File: config.mk
export PLATFORM = sky130hd
export DESIGN_NAME = gpio_pin_config_controller
export DESIGN_NICKNAME = d
export VERILOG_FILES = /design/src/design/gpcc_pkg.sv /design/src/design/gpcc_ctrl.sv /design/src/design/gpcc_datapath.sv /design/src/design/gpio_pin_config_controller.sv
export SDC_FILE = /design/constraint.sdc
export NUM_CORES = 1
export LEC_CHECK = 0
export BUFFER_PORTS_ARGS = -buffer_cell sky130_fd_sc_hd__clkbuf_2
export CORE_UTILIZATION = 45
export CTS_CLUSTER_SIZE = 28
export DETAILED_ROUTE_END_ITERATION = 7
export MAX_ROUTING_LAYER = met4
export PLACE_DENSITY = 0.73
export REMOVE_ABC_BUFFERS = 1
export SETUP_SLACK_MARGIN = 0.05
export SYNTH_ARGS = -nofsm -noshare
export SYNTH_HDL_FRONTEND = slang
export SYNTH_SLANG_ARGS = --single-unit
File: constraint.sdc
create_clock -name clk -period 2.3 [get_ports clk]
set_input_delay 0 -clock clk [delete_from_list [all_inputs] [get_ports clk]]
set_output_delay 0 -clock clk [all_outputs]
set_load 0.01 [all_outputs]
File: src/design/gpcc_pkg.sv
`timescale 1ns / 1ps
// Package for the GPIO pin configuration controller.
// Sizes, command codes and the command and status structs between controller and datapath; no dependencies.
package gpcc_pkg;

    localparam int PIN_COUNT     = 24;
    localparam int NUM_IRQ_LINES = 8;
    localparam int FUNC_BITS     = 32;
    localparam int IRQ_FIRST_PIN = 16;
    localparam int IRQ_LAST_PIN  = 23;

    localparam int CMD_W   = 5;
    localparam int PIN_W   = 5;
    localparam int SET_W   = 2;
    localparam int FBIT_W  = 5;
    localparam int LINE_W  = 3;
    localparam int RES_W   = 3;
    localparam int PAD_W   = 24;
    localparam int IRQEN_W = 8;

    localparam logic [CMD_W-1:0] CMD_SET_PULL   = 5'd0;
    localparam logic [CMD_W-1:0] CMD_SET_DRIVE  = 5'd1;
    localparam logic [CMD_W-1:0] CMD_SET_SLEW   = 5'd2;
    localparam logic [CMD_W-1:0] CMD_SET_TYPE   = 5'd3;
    localparam logic [CMD_W-1:0] CMD_GET_PULL   = 5'd4;
    localparam logic [CMD_W-1:0] CMD_GET_DRIVE  = 5'd5;
    localparam logic [CMD_W-1:0] CMD_GET_SLEW   = 5'd6;
    localparam logic [CMD_W-1:0] CMD_GET_TYPE   = 5'd7;
    localparam logic [CMD_W-1:0] CMD_WR_LEVEL   = 5'd8;
    localparam logic [CMD_W-1:0] CMD_RD_PAD     = 5'd9;
    localparam logic [CMD_W-1:0] CMD_MK_INPUT   = 5'd10;
    localparam logic [CMD_W-1:0] CMD_MK_OUTPUT  = 5'd11;
    localparam logic [CMD_W-1:0] CMD_FUNC_EN    = 5'd12;
    localparam logic [CMD_W-1:0] CMD_FUNC_DIS   = 5'd13;
    localparam logic [CMD_W-1:0] CMD_IRQ_UNMASK = 5'd14;
    localparam logic [CMD_W-1:0] CMD_IRQ_MASK   = 5'd15;
    localparam logic [CMD_W-1:0] CMD_IRQ_LINE   = 5'd16;

    // controller -> datapath
    typedef struct packed {
        logic load;     // latch the incoming transaction and update state
    } gpcc_cmd_t;

    // datapath -> controller
    typedef struct packed {
        logic res_err;  // result register holds an error response
    } gpcc_status_t;

endpackage

File: src/design/gpcc_ctrl.sv
`timescale 1ns / 1ps
// Handshake controller for the GPIO pin configuration controller.
// Tracks whether the result register is occupied; uses gpcc_pkg.
module gpcc_ctrl (
    input  logic                  clk,
    input  logic                  rst_n,
    input  logic                  cmd_valid,
    output logic                  cmd_stall,
    output logic                  rsp_valid,
    input  logic                  rsp_stall,
    input  gpcc_pkg::gpcc_status_t status,
    output gpcc_pkg::gpcc_cmd_t   cmd
);
    import gpcc_pkg::*;

    localparam logic ST_EMPTY = 1'b0;
    localparam logic ST_FULL  = 1'b1;

    logic state_reg;
    logic state_next;

    // a new transaction may enter in the same cycle the old result leaves
    assign cmd_stall = (state_reg == ST_FULL) && rsp_stall;
    assign cmd.load  = cmd_valid && !cmd_stall;
    assign rsp_valid = (state_reg == ST_FULL);

    always_comb
    begin
        state_next = state_reg;
        unique case (state_reg)
            ST_EMPTY:
            begin
                if (cmd.load)
                    state_next = ST_FULL;
            end
            ST_FULL:
            begin
                if (!cmd.load && !rsp_stall)
                    state_next = ST_EMPTY;
            end
            default: state_next = ST_EMPTY;
        endcase
    end

    always_ff @(posedge clk or negedge rst_n)
    begin
        if (!rst_n)
            state_reg <= ST_EMPTY;
        else
            state_reg <= state_next;
    end

`ifndef SYNTHESIS
    a_load_fills: assert property (@(posedge clk) disable iff (!rst_n)
        cmd.load |=> rsp_valid)
        else $error("result not presented after accepted transaction");
    a_hold_on_stall: assert property (@(posedge clk) disable iff (!rst_n)
        (rsp_valid && rsp_stall) |=> (rsp_valid && $stable(status.res_err)))
        else $error("stalled result was dropped or changed");
    a_drain: assert property (@(posedge clk) disable iff (!rst_n)
        (rsp_valid && !rsp_stall && !cmd_valid) |=> !rsp_valid)
        else $error("result register did not empty");
`endif

endmodule

File: src/design/gpcc_datapath.sv
`timescale 1ns / 1ps
// Datapath of the GPIO pin configuration controller: pin vectors, function word,
// irq mask and the result register. Uses gpcc_pkg.
module gpcc_datapath (
    input  logic                           clk,
    input  logic                           rst_n,
    input  gpcc_pkg::gpcc_cmd_t            cmd,
    output gpcc_pkg::gpcc_status_t         status,
    input  logic [gpcc_pkg::CMD_W-1:0]     command,
    input  logic [gpcc_pkg::PIN_W-1:0]     pin,
    input  logic [gpcc_pkg::SET_W-1:0]     setting,
    input  logic [gpcc_pkg::FBIT_W-1:0]    function_bit,
    input  logic [gpcc_pkg::LINE_W-1:0]    irq_line,
    input  logic [gpcc_pkg::PAD_W-1:0]     pad_levels,
    output logic [gpcc_pkg::RES_W-1:0]     result_value,
    output logic                           error,
    output logic [gpcc_pkg::PAD_W-1:0]     pad_out_value,
    output logic [gpcc_pkg::PAD_W-1:0]     pad_out_enable,
    output logic [gpcc_pkg::PAD_W-1:0]     pad_in_enable,
    output logic [gpcc_pkg::IRQEN_W-1:0]   irq_enables
);
    import gpcc_pkg::*;

    logic [PIN_COUNT-1:0]     pull_en_reg,  pull_en_next;
    logic [PIN_COUNT-1:0]     pull_sel_reg, pull_sel_next;
    logic [PIN_COUNT-1:0]     drv_lo_reg,   drv_lo_next;
    logic [PIN_COUNT-1:0]     drv_hi_reg,   drv_hi_next;
    logic [PIN_COUNT-1:0]     slew_reg,     slew_next;
    logic [PIN_COUNT-1:0]     in_mode_reg,  in_mode_next;
    logic [PIN_COUNT-1:0]     out_lvl_reg,  out_lvl_next;
    logic [PIN_COUNT-1:0]     out_en_reg,   out_en_next;
    logic [PIN_COUNT-1:0]     in_en_reg,    in_en_next;
    logic [FUNC_BITS-1:0]     func_en_reg,  func_en_next;
    logic [NUM_IRQ_LINES-1:0] irq_msk_reg,  irq_msk_next;
    logic [RES_W-1:0]         res_val_reg,  res_val_next;
    logic                     res_err_reg,  res_err_next;

    logic                     pin_ok;
    logic                     line_ok;
    logic                     irq_pin_ok;
    logic                     lvl;
    logic [PIN_COUNT-1:0]     pin_sel;
    logic [PIN_COUNT-1:0]     pin_setb0;
    logic [PIN_COUNT-1:0]     pin_setb1;
    logic [PIN_COUNT-1:0]     pin_lvl;
    logic [FUNC_BITS-1:0]     fbit_sel;
    logic [NUM_IRQ_LINES-1:0] line_sel;
    logic [PIN_W:0]           pin_rel;

    assign pin_ok     = 32'(pin) < PIN_COUNT;
    assign line_ok    = 32'(irq_line) < NUM_IRQ_LINES;
    assign pin_rel    = {1'b0, pin} - (PIN_W + 1)'(IRQ_FIRST_PIN);
    assign irq_pin_ok = pin_ok && (32'(pin) >= IRQ_FIRST_PIN) && (32'(pin) <= IRQ_LAST_PIN)
                        && (32'(pin_rel) < NUM_IRQ_LINES);
    assign lvl        = |setting;

    // one-hot pin decode, empty when the pin is out of range
    assign pin_sel   = pin_ok ? (PIN_COUNT'(1) << pin) : '0;
    assign pin_setb0 = setting[0] ? pin_sel : '0;
    assign pin_setb1 = setting[1] ? pin_sel : '0;
    assign pin_lvl   = lvl ? pin_sel : '0;
    assign fbit_sel  = FUNC_BITS'(1) << function_bit;
    assign line_sel  = line_ok ? (NUM_IRQ_LINES'(1) << irq_line) : '0;

    always_comb
    begin
        pull_en_next  = pull_en_reg;
        pull_sel_next = pull_sel_reg;
        drv_lo_next   = drv_lo_reg;
        drv_hi_next   = drv_hi_reg;
        slew_next     = slew_reg;
        in_mode_next  = in_mode_reg;
        out_lvl_next  = out_lvl_reg;
        out_en_next   = out_en_reg;
        in_en_next    = in_en_reg;
        func_en_next  = func_en_reg;
        irq_msk_next  = irq_msk_reg;
        res_val_next  = '0;
        res_err_next  = 1'b0;
        unique case (command)
            CMD_SET_PULL:
            begin
                pull_en_next  = (pull_en_reg & ~pin_sel) | pin_lvl;
                pull_sel_next = (pull_sel_reg & ~pin_sel)
                                | ((setting == SET_W'(2)) ? pin_sel : '0);
            end
            CMD_SET_DRIVE:
            begin
                drv_lo_next = (drv_lo_reg & ~pin_sel) | pin_setb0;
                drv_hi_next = (drv_hi_reg & ~pin_sel) | pin_setb1;
            end
            CMD_SET_SLEW: slew_next    = (slew_reg & ~pin_sel) | pin_setb0;
            CMD_SET_TYPE: in_mode_next = (in_mode_reg & ~pin_sel) | pin_setb0;
            CMD_GET_PULL:
            begin
                if (|(pull_en_reg & pin_sel))
                    res_val_next = (|(pull_sel_reg & pin_sel)) ? RES_W'(2) : RES_W'(1);
            end
            CMD_GET_DRIVE:
                res_val_next = {1'b0, |(drv_hi_reg & pin_sel), |(drv_lo_reg & pin_sel)};
            CMD_GET_SLEW: res_val_next = RES_W'(|(slew_reg & pin_sel));
            CMD_GET_TYPE: res_val_next = RES_W'(|(in_mode_reg & pin_sel));
            CMD_WR_LEVEL: out_lvl_next = (out_lvl_reg & ~pin_sel) | pin_lvl;
            CMD_RD_PAD:   res_val_next = RES_W'(|(pad_levels & pin_sel));
            CMD_MK_INPUT:
            begin
                out_en_next = out_en_reg & ~pin_sel;
                in_en_next  = in_en_reg | pin_sel;
            end
            CMD_MK_OUTPUT:
            begin
                out_lvl_next = (out_lvl_reg & ~pin_sel) | pin_lvl;
                in_en_next   = in_en_reg & ~pin_sel;
                out_en_next  = out_en_reg | pin_sel;
            end
            CMD_FUNC_EN:    func_en_next = func_en_reg | fbit_sel;
            CMD_FUNC_DIS:   func_en_next = func_en_reg & ~fbit_sel;
            CMD_IRQ_UNMASK: irq_msk_next = irq_msk_reg | line_sel;
            CMD_IRQ_MASK:   irq_msk_next = irq_msk_reg & ~line_sel;
            CMD_IRQ_LINE:
            begin
                if (irq_pin_ok)
                    res_val_next = pin_rel[RES_W-1:0];
                else
                    res_err_next = 1'b1;
            end
            default: ;
        endcase
    end

    always_ff @(posedge clk or negedge rst_n)
    begin
        if (!rst_n)
        begin
            pull_en_reg  <= '0;
            pull_sel_reg <= '0;
            drv_lo_reg   <= '0;
            drv_hi_reg   <= '0;
            slew_reg     <= '0;
            in_mode_reg  <= '0;
            out_lvl_reg  <= '0;
            out_en_reg   <= '0;
            in_en_reg    <= '0;
            func_en_reg  <= '0;
            irq_msk_reg  <= '0;
        end
        else if (cmd.load)
        begin
            pull_en_reg  <= pull_en_next;
            pull_sel_reg <= pull_sel_next;
            drv_lo_reg   <= drv_lo_next;
            drv_hi_reg   <= drv_hi_next;
            slew_reg     <= slew_next;
            in_mode_reg  <= in_mode_next;
            out_lvl_reg  <= out_lvl_next;
            out_en_reg   <= out_en_next;
            in_en_reg    <= in_en_next;
            func_en_reg  <= func_en_next;
            irq_msk_reg  <= irq_msk_next;
        end
    end

    always_ff @(posedge clk)
    begin
        if (cmd.load)
        begin
            res_val_reg <= res_val_next;
            res_err_reg <= res_err_next;
        end
    end

    // state only moves on load, so the live vectors are the post-command snapshot
    assign result_value   = res_val_reg;
    assign error          = res_err_reg;
    assign pad_out_value  = PAD_W'(out_lvl_reg);
    assign pad_out_enable = PAD_W'(out_en_reg);
    assign pad_in_enable  = PAD_W'(in_en_reg);
    assign irq_enables    = IRQEN_W'(irq_msk_reg);
    assign status.res_err = res_err_reg;

`ifndef SYNTHESIS
    a_dir_exclusive: assert property (@(posedge clk) disable iff (!rst_n)
        (out_en_reg & in_en_reg) == '0)
        else $error("pin enabled as input and output at once");
    a_err_zero_val: assert property (@(posedge clk) disable iff (!rst_n)
        cmd.load && (command == CMD_IRQ_LINE) && !irq_pin_ok |=> res_val_reg == '0)
        else $error("error response carries nonzero value");
    a_state_hold: assert property (@(posedge clk) disable iff (!rst_n)
        !cmd.load |=> ($stable(out_lvl_reg) && $stable(irq_msk_reg) && $stable(func_en_reg)))
        else $error("state changed without a transaction");
`endif

endmodule

File: src/design/gpio_pin_config_controller.sv
`timescale 1ns / 1ps
// Top level of the GPIO pin configuration controller.
// Instantiates gpcc_ctrl and gpcc_datapath; uses gpcc_pkg.
//
// Each command transaction reads or updates one pin, one function bit or one
// interrupt line and produces exactly one response in the cycle after it is taken.
// The response carries the read value, an error flag (set only for a pin-to-irq
// query on a pin without a line) and the pad output level, output enable, input
// enable and irq enable vectors as they stand after the command. A single
// result register separates the two channels: a new command is taken every
// cycle as long as the response side does not stall, so the sustained rate is
// one command per clock. All configuration state clears to zero on reset; the
// result register is not reset.
module gpio_pin_config_controller (
    input  logic                           clk,
    input  logic                           rst_n,
    input  logic                           cmd_valid,
    output logic                           cmd_stall,
    input  logic [gpcc_pkg::CMD_W-1:0]     command,
    input  logic [gpcc_pkg::PIN_W-1:0]     pin,
    input  logic [gpcc_pkg::SET_W-1:0]     setting,
    input  logic [gpcc_pkg::FBIT_W-1:0]    function_bit,
    input  logic [gpcc_pkg::LINE_W-1:0]    irq_line,
    input  logic [gpcc_pkg::PAD_W-1:0]     pad_levels,
    output logic                           rsp_valid,
    input  logic                           rsp_stall,
    output logic [gpcc_pkg::RES_W-1:0]     result_value,
    output logic                           error,
    output logic [gpcc_pkg::PAD_W-1:0]     pad_out_value,
    output logic [gpcc_pkg::PAD_W-1:0]     pad_out_enable,
    output logic [gpcc_pkg::PAD_W-1:0]     pad_in_enable,
    output logic [gpcc_pkg::IRQEN_W-1:0]   irq_enables
);
    import gpcc_pkg::*;

    gpcc_cmd_t    cmd;
    gpcc_status_t status;

    gpcc_ctrl u_ctrl (
        .clk       (clk),
        .rst_n     (rst_n),
        .cmd_valid (cmd_valid),
        .cmd_stall (cmd_stall),
        .rsp_valid (rsp_valid),
        .rsp_stall (rsp_stall),
        .status    (status),
        .cmd       (cmd)
    );

    gpcc_datapath u_datapath (
        .clk            (clk),
        .rst_n          (rst_n),
        .cmd            (cmd),
        .status         (status),
        .command        (command),
        .pin            (pin),
        .setting        (setting),
        .function_bit   (function_bit),
        .irq_line       (irq_line),
        .pad_levels     (pad_levels),
        .result_value   (result_value),
        .error          (error),
        .pad_out_value  (pad_out_value),
        .pad_out_enable (pad_out_enable),
        .pad_in_enable  (pad_in_enable),
        .irq_enables    (irq_enables)
    );

endmodule

# Word-level counts from Yosys, hierarchy flattened
# Cells that the tools add are included.
[classes]
shift = 2
n_lt_le_gt_ge = 4
mux = 16
n_reduce_logical = 28
eq_ne = 15
addsub = 1
n_bitwise = 30
[ops]
columns = ["cell", "n"]
rows = [
  ["AND 24 bit", 16],
  ["OR 24 bit", 9],
  ["OR reduction 24 bit", 7],
  ["2-to-1 mux 24 bit", 5],
  ["one-hot mux 24 bit (2 select lines)", 2],
  ["equality test 5 x 4 -> 1 bit, second input constant", 6],
  ["inverter 24 bit", 1],
  ["<< shifter 1 x 5 -> 24 bit, first input constant", 1],
  ["equality test 5 x 3 -> 1 bit, second input constant", 4],
  ["one-hot mux 3 bit (6 select lines)", 1],
  ["one-hot mux 8 bit (2 select lines)", 1],
  ["AND reduction 2 bit", 7],
  ["equality test 5 x 2 -> 1 bit, second input constant", 2],
  ["AND 8 bit", 1],
  ["inverter 8 bit", 1],
  ["OR 8 bit", 1],
  ["<< shifter 1 x 3 -> 8 bit, first input constant", 1],
  ["logical AND 1 bit", 6],
  ["less-than comparator 6 x 4 -> 1 bit, second input constant", 1],
  ["2-to-1 mux 3 bit", 2],
  ["subtractor 5 x 5 -> 6 bit, second input constant", 1],
  ["equality test 5 x 1 -> 1 bit, second input constant", 1],
  ["equality test 5 bit, second input constant", 1],
  ["greater-or-equal comparator 5 bit, second input constant", 1],
  ["11 further kinds", 17],
]
[word_totals]
word_cells = 109
in_bits = 48
reg_bits = 229
output_inout_bits = 86

# Depth between registers and ports, before layout
[depth]
ltp_word = 7
mapped_depth = 10

# Hierarchy
# A second synthesis with hierarchy kept.
[unflattened]
hier_cells = 1007
area_unflattened_um2 = 10657.7
[by_module_without_submodules]
columns = ["mod", "area_each_um2", "cells_each", "instances", "seq_area_each_um2"]
rows = [
  ["gpcc_datapath", 10607.7, 1003, 1, 5725.5],
  ["gpcc_ctrl", 50.0, 4, 1, 25.0],
]

# Worst setup path after synthesis
# No wires, ideal clock.
[synth_path]
path_type = "flip-flop to flip-flop"
start = "register u_ctrl.state_reg (netlist: u_ctrl.rsp_valid)"
end = "register with a tool-made name"
path_stages_with_launch = 8
setup_slack_ps = 135
n_path_buf = 1
arrival_time_ps = 2038
cell_sequence = "dfrtp_1 a21boi_2 nand2b_1 or3_1 nor3_2 buf_2 nand2_1 mux2_1"
[synth_lines]
columns = ["element", "line", "text"]
rows = [
  ["start: declaration", "gpcc_ctrl.sv:19", "logic state_reg;"],
  ["start signal: assignment", "gpcc_ctrl.sv:50", "state_reg <= state_next;"],
]

==> Implementation_results.wiki <==
{| class="wikitable"
! Metric !! Value
|-
| Hpwl dp || 21.5 mm
|-
| Total number of vias || 8710
|-
| Highest Signal Layer || met4
|-
| Sum of routed wire length over all layers || 30.9 mm
|-
| Largest stage delay on the critical path || 0.57 ns
|-
| Sequential-to-total area share from yosys stat || 54.2%
|-
| Row count || 55
|-
| Synth top area share || 53.1%
|-
| Minimum clock period || 2.11 ns
|-
| Mean cell area of the mapped netlist || 10.6 µm²
|-
| Async SR Flop Fraction || 98.3%
|-
| Clock net sink count || 229
|-
| Crit Path Category || register to register
|-
| Most common flop cell mapped by yosys || sky130_fd_sc_hd__dfrtp_1
|-
| All-layer global routing usage || 26.4%
|-
| Number of antenna violations at the first check in global routing || 0
|-
| Area growth from synthesis to layout || 24.4%
|-
| Setup Skew || 0.00856 ns
|-
| Die Outline Area || 24200 µm²
|-
| Hold Violations, Final || 0
|-
| Vias per cell || 5.74
|-
| Critical path, cell by cell || a21boi_2 > buf_4 > and3_1 > and2_4 > nand3b_1 > dlygate4sd3_1 > mux2_2
|-
| Detailed route wirelength on metal3 || 2.47 mm
|-
| Total number of nets in the final design || 1235
|-
| Met2 Wirelength || 14.3 mm
|-
| Most frequent cells in the layout || 225 x sky130_fd_sc_hd__dfrtp_1, 189 x sky130_fd_sc_hd__nand2_1, 127 x sky130_fd_sc_hd__mux2_2, 127 x sky130_fd_sc_hd__clkbuf_2, 83 x sky130_fd_sc_hd__buf_4
|-
| Unrepaired setup endpoints after global routing || false
|-
| Final period util || 91.6%
|-
| Gr ovfl total || 0
|-
| Die extent in y || 156 µm
|-
| Largest fanout of any net on the critical path || 5
|-
| Count of cell types in the netlist || 57
|-
| Crit end category || register
|-
| Proportion of layout cells with a drive suffix above 1 || 33.7%
|-
| Commonest non-fill, non-tap cell in the layout || sky130_fd_sc_hd__dfrtp_1
|-
| # Max-Cap Violations || 0
|-
| Iteration-0 DRC count of the detailed router || 879
|-
| CTS tree || built
|-
| Width of the die || 156 µm
|-
| Synth area leaders || sky130_fd_sc_hd__dfrtp_1 53%, sky130_fd_sc_hd__mux2_2 13%, sky130_fd_sc_hd__nand2_1 6.7%
|-
| Cell area after technology mapping || 10600 µm²
|-
| # fillers || 1945
|-
| Data arrival time of the critical path || 2.53 ns
|-
| Post-Route Utilization || 57.8%
|-
| Sum of negative setup slack || 0 ns
|-
| Number of buffers on the longest clock path || 3
|-
| Clock-pin slew reported for the worst setup and hold paths after clock tree synthesis || 0.06 ns
|-
| Number of detailed-route iterations in the first pass || 5
|-
| Number of H-tree levels || 1
|-
| Global-route wire length before repair || 47.9 mm
|-
| Max stage delay cell, worst path || sky130_fd_sc_hd__dlygate4sd3_1
|-
| Transition time at the pin with the least slew margin || 0.718 ns
|-
| Worst path required time || 2.72 ns
|-
| Initial Util || 46.4%
|-
| Total power density per cell area || 680 nW/µm²
|-
| TritonCTS buffer count || 25
|-
| Drt drc || 0
|-
| Number of instances in the synthesized netlist || 1003
|-
| Worst Hold Margin || 0.0226 ns
|-
| Post-route met1 wirelength || 13.4 mm
|-
| Slew Viols, Final || 0
|-
| Total number of yosys warnings || 0
|-
| Number of antenna repair diodes || 0
|-
| Max IR drop VDD || 560 µV
|-
| I/O Pins || 134
|-
| Critical Path Start Type || register
|-
| Port Buffer Count || 128
|-
| Core area || 22800 µm²
|-
| Setup violations, final || 0
|-
| Number of synthesized flops with an enable pin || 4
|-
| Leakage component of the power || 0.00630 µW
|-
| DRT antenna net count || 0
|-
| Max transition margin || 52.1%
|-
| Class of the worst hold path || input port to register
|-
| Register bit count reported by yosys || 229
|-
| Setup Fix Bufs, Post-CTS || 0
|-
| Pin count of the biggest net entering global routing || 88
|-
| Maximum clock frequency || 474 MHz
|-
| Via count of the first global-routing pass || 8478
|-
| Final routed wire length divided by cell count || 20.4 µm
|-
| Result of the run || finished, final reports clean
|-
| Cell accounting for the most synthesized area || sky130_fd_sc_hd__dfrtp_1
|-
| Clock latency on the worst-skew pair || 0.54 ns
|-
| Clock Root Buffer || sky130_fd_sc_hd__clkbuf_16
|-
| Last weighted congestion value of the routability-driven placer || 0.967
|}
==> area by class of cell <==
| type | count | area [µm²] | share of cell area (%) |
|---|---|---|---|
| clock inverter | 9 | 139 | 1.05 |
| tap | 313 | 392 | 2.97 |
| clock buffer | 36 | 717 | 5.43 |
| multi-input combinational | 688 | 4520 | 34.3 |
| timing repair buffer | 239 | 1660 | 12.6 |
| sequential | 229 | 5750 | 43.6 |
| inverter | 4 | 15.0 | 0.114 |
==> kinds of logic (layout without fill, tap and decap cells) <==
kind of cell	count (synthesis)	after routing	synth area share [%]
mux	137	137	14.5
buf+inv	86	288	3.60
flops	229	229	54.2
xor+xnor	1	1	0.0826
simple gates	318	318	13.6
compound gates	232	232	14.0
==> through the flow <==
step                      instances  setup WS (ns)  total power [µW]  instance area (µm²)
final                          1518          0.192              8970                13200
after global routing           1518         0.0817              9230                13200
after CTS                      1518          0.170              9020                13200
after detailed placement       1456         0.0635              4840                12200
after global placement         1456         0.0795              4830                12200
after floorplan                 921          -1.47              4440                10200
==> power by group <==
part           switching (µW)  internal, µW  leakage, µW  total [µW]
clock network            1660          2510     0.000423        4180
logic                     395           230      0.00271         625
registers                47.4          4120      0.00317        4170
==> worst max-delay path, delay by kind of cell, from the launching register on <==
kind / cells / cell delay [ns]
simple gates: 3 / 0.43
compound gates: 1 / 0.16
flops: 1 / 0.40
buf+inv: 2 / 0.73
mux: 1 / 0.27
==> routing by layer <==
metal / GRT usage, % / vias up
li1: - / 3980
met1: 37.0 / 4299
met2: 40.6 / 379
met3: 3.40 / 52
met4: 7.24 / 0
met5: - / -
==> synthesized netlist by cell type, types with 2 or more instances <==
master	n
sky130_fd_sc_hd__nand2b_1	7
sky130_fd_sc_hd__and3b_1	2
sky130_fd_sc_hd__or4_1	2
sky130_fd_sc_hd__mux2_1	5
sky130_fd_sc_hd__and2_1	4
sky130_fd_sc_hd__o311ai_0	3
sky130_fd_sc_hd__nor3_2	4
sky130_fd_sc_hd__edfxtp_1	4
sky130_fd_sc_hd__or3_1	3
sky130_fd_sc_hd__nor4_1	5
sky130_fd_sc_hd__nand3b_1	7
sky130_fd_sc_hd__mux2i_1	5
sky130_fd_sc_hd__nor2b_1	8
sky130_fd_sc_hd__a2111oi_2	2
sky130_fd_sc_hd__inv_1	4
sky130_fd_sc_hd__nand2_1	189
sky130_fd_sc_hd__a2bb2oi_1	2
sky130_fd_sc_hd__buf_6	2
sky130_fd_sc_hd__nor2_1	34
sky130_fd_sc_hd__mux2_2	127
sky130_fd_sc_hd__clkbuf_1	53
sky130_fd_sc_hd__a21oi_1	51
sky130_fd_sc_hd__o211ai_1	2
sky130_fd_sc_hd__a31oi_1	49
sky130_fd_sc_hd__dfrtp_1	225
sky130_fd_sc_hd__nand3_1	12
sky130_fd_sc_hd__a22oi_1	44
sky130_fd_sc_hd__a22o_1	10
sky130_fd_sc_hd__and3_1	9
sky130_fd_sc_hd__buf_4	4
sky130_fd_sc_hd__o21ai_1	2
sky130_fd_sc_hd__buf_2	23
sky130_fd_sc_hd__nand4_1	6
sky130_fd_sc_hd__nor3b_1	3
sky130_fd_sc_hd__o21ai_0	50
sky130_fd_sc_hd__nor3_1	15
sky130_fd_sc_hd__or3b_1	2
sky130_fd_sc_hd__a221oi_1	5
==> final timing paths <==
kind / startpoint / endpoint / slack (ns) / cells past startpoint
max in group asynchronous: rst_n / asynchronous set/reset pin / 1.43 / 3
max reg2reg: u_ctrl.rsp_valid / register / 0.19 / 7
min: pad_levels[23] / u_datapath.result_value[0] / 0.02 / 5
min in group asynchronous: rst_n / asynchronous set/reset pin / 0.08 / 2
min reg2reg: register / register / 0.49 / 2
max: u_ctrl.rsp_valid / register / 0.19 / 7
==> what timing repair did <==
action | 4_1_cts | 5_1_grt
hold endpoints to repair | 128 | 0
hold buffers | 17 | 0
gates resized for setup | 0 | 2
endpoints found under the setup margin | 0 | 5
Power figures use the tool's default switching activity.
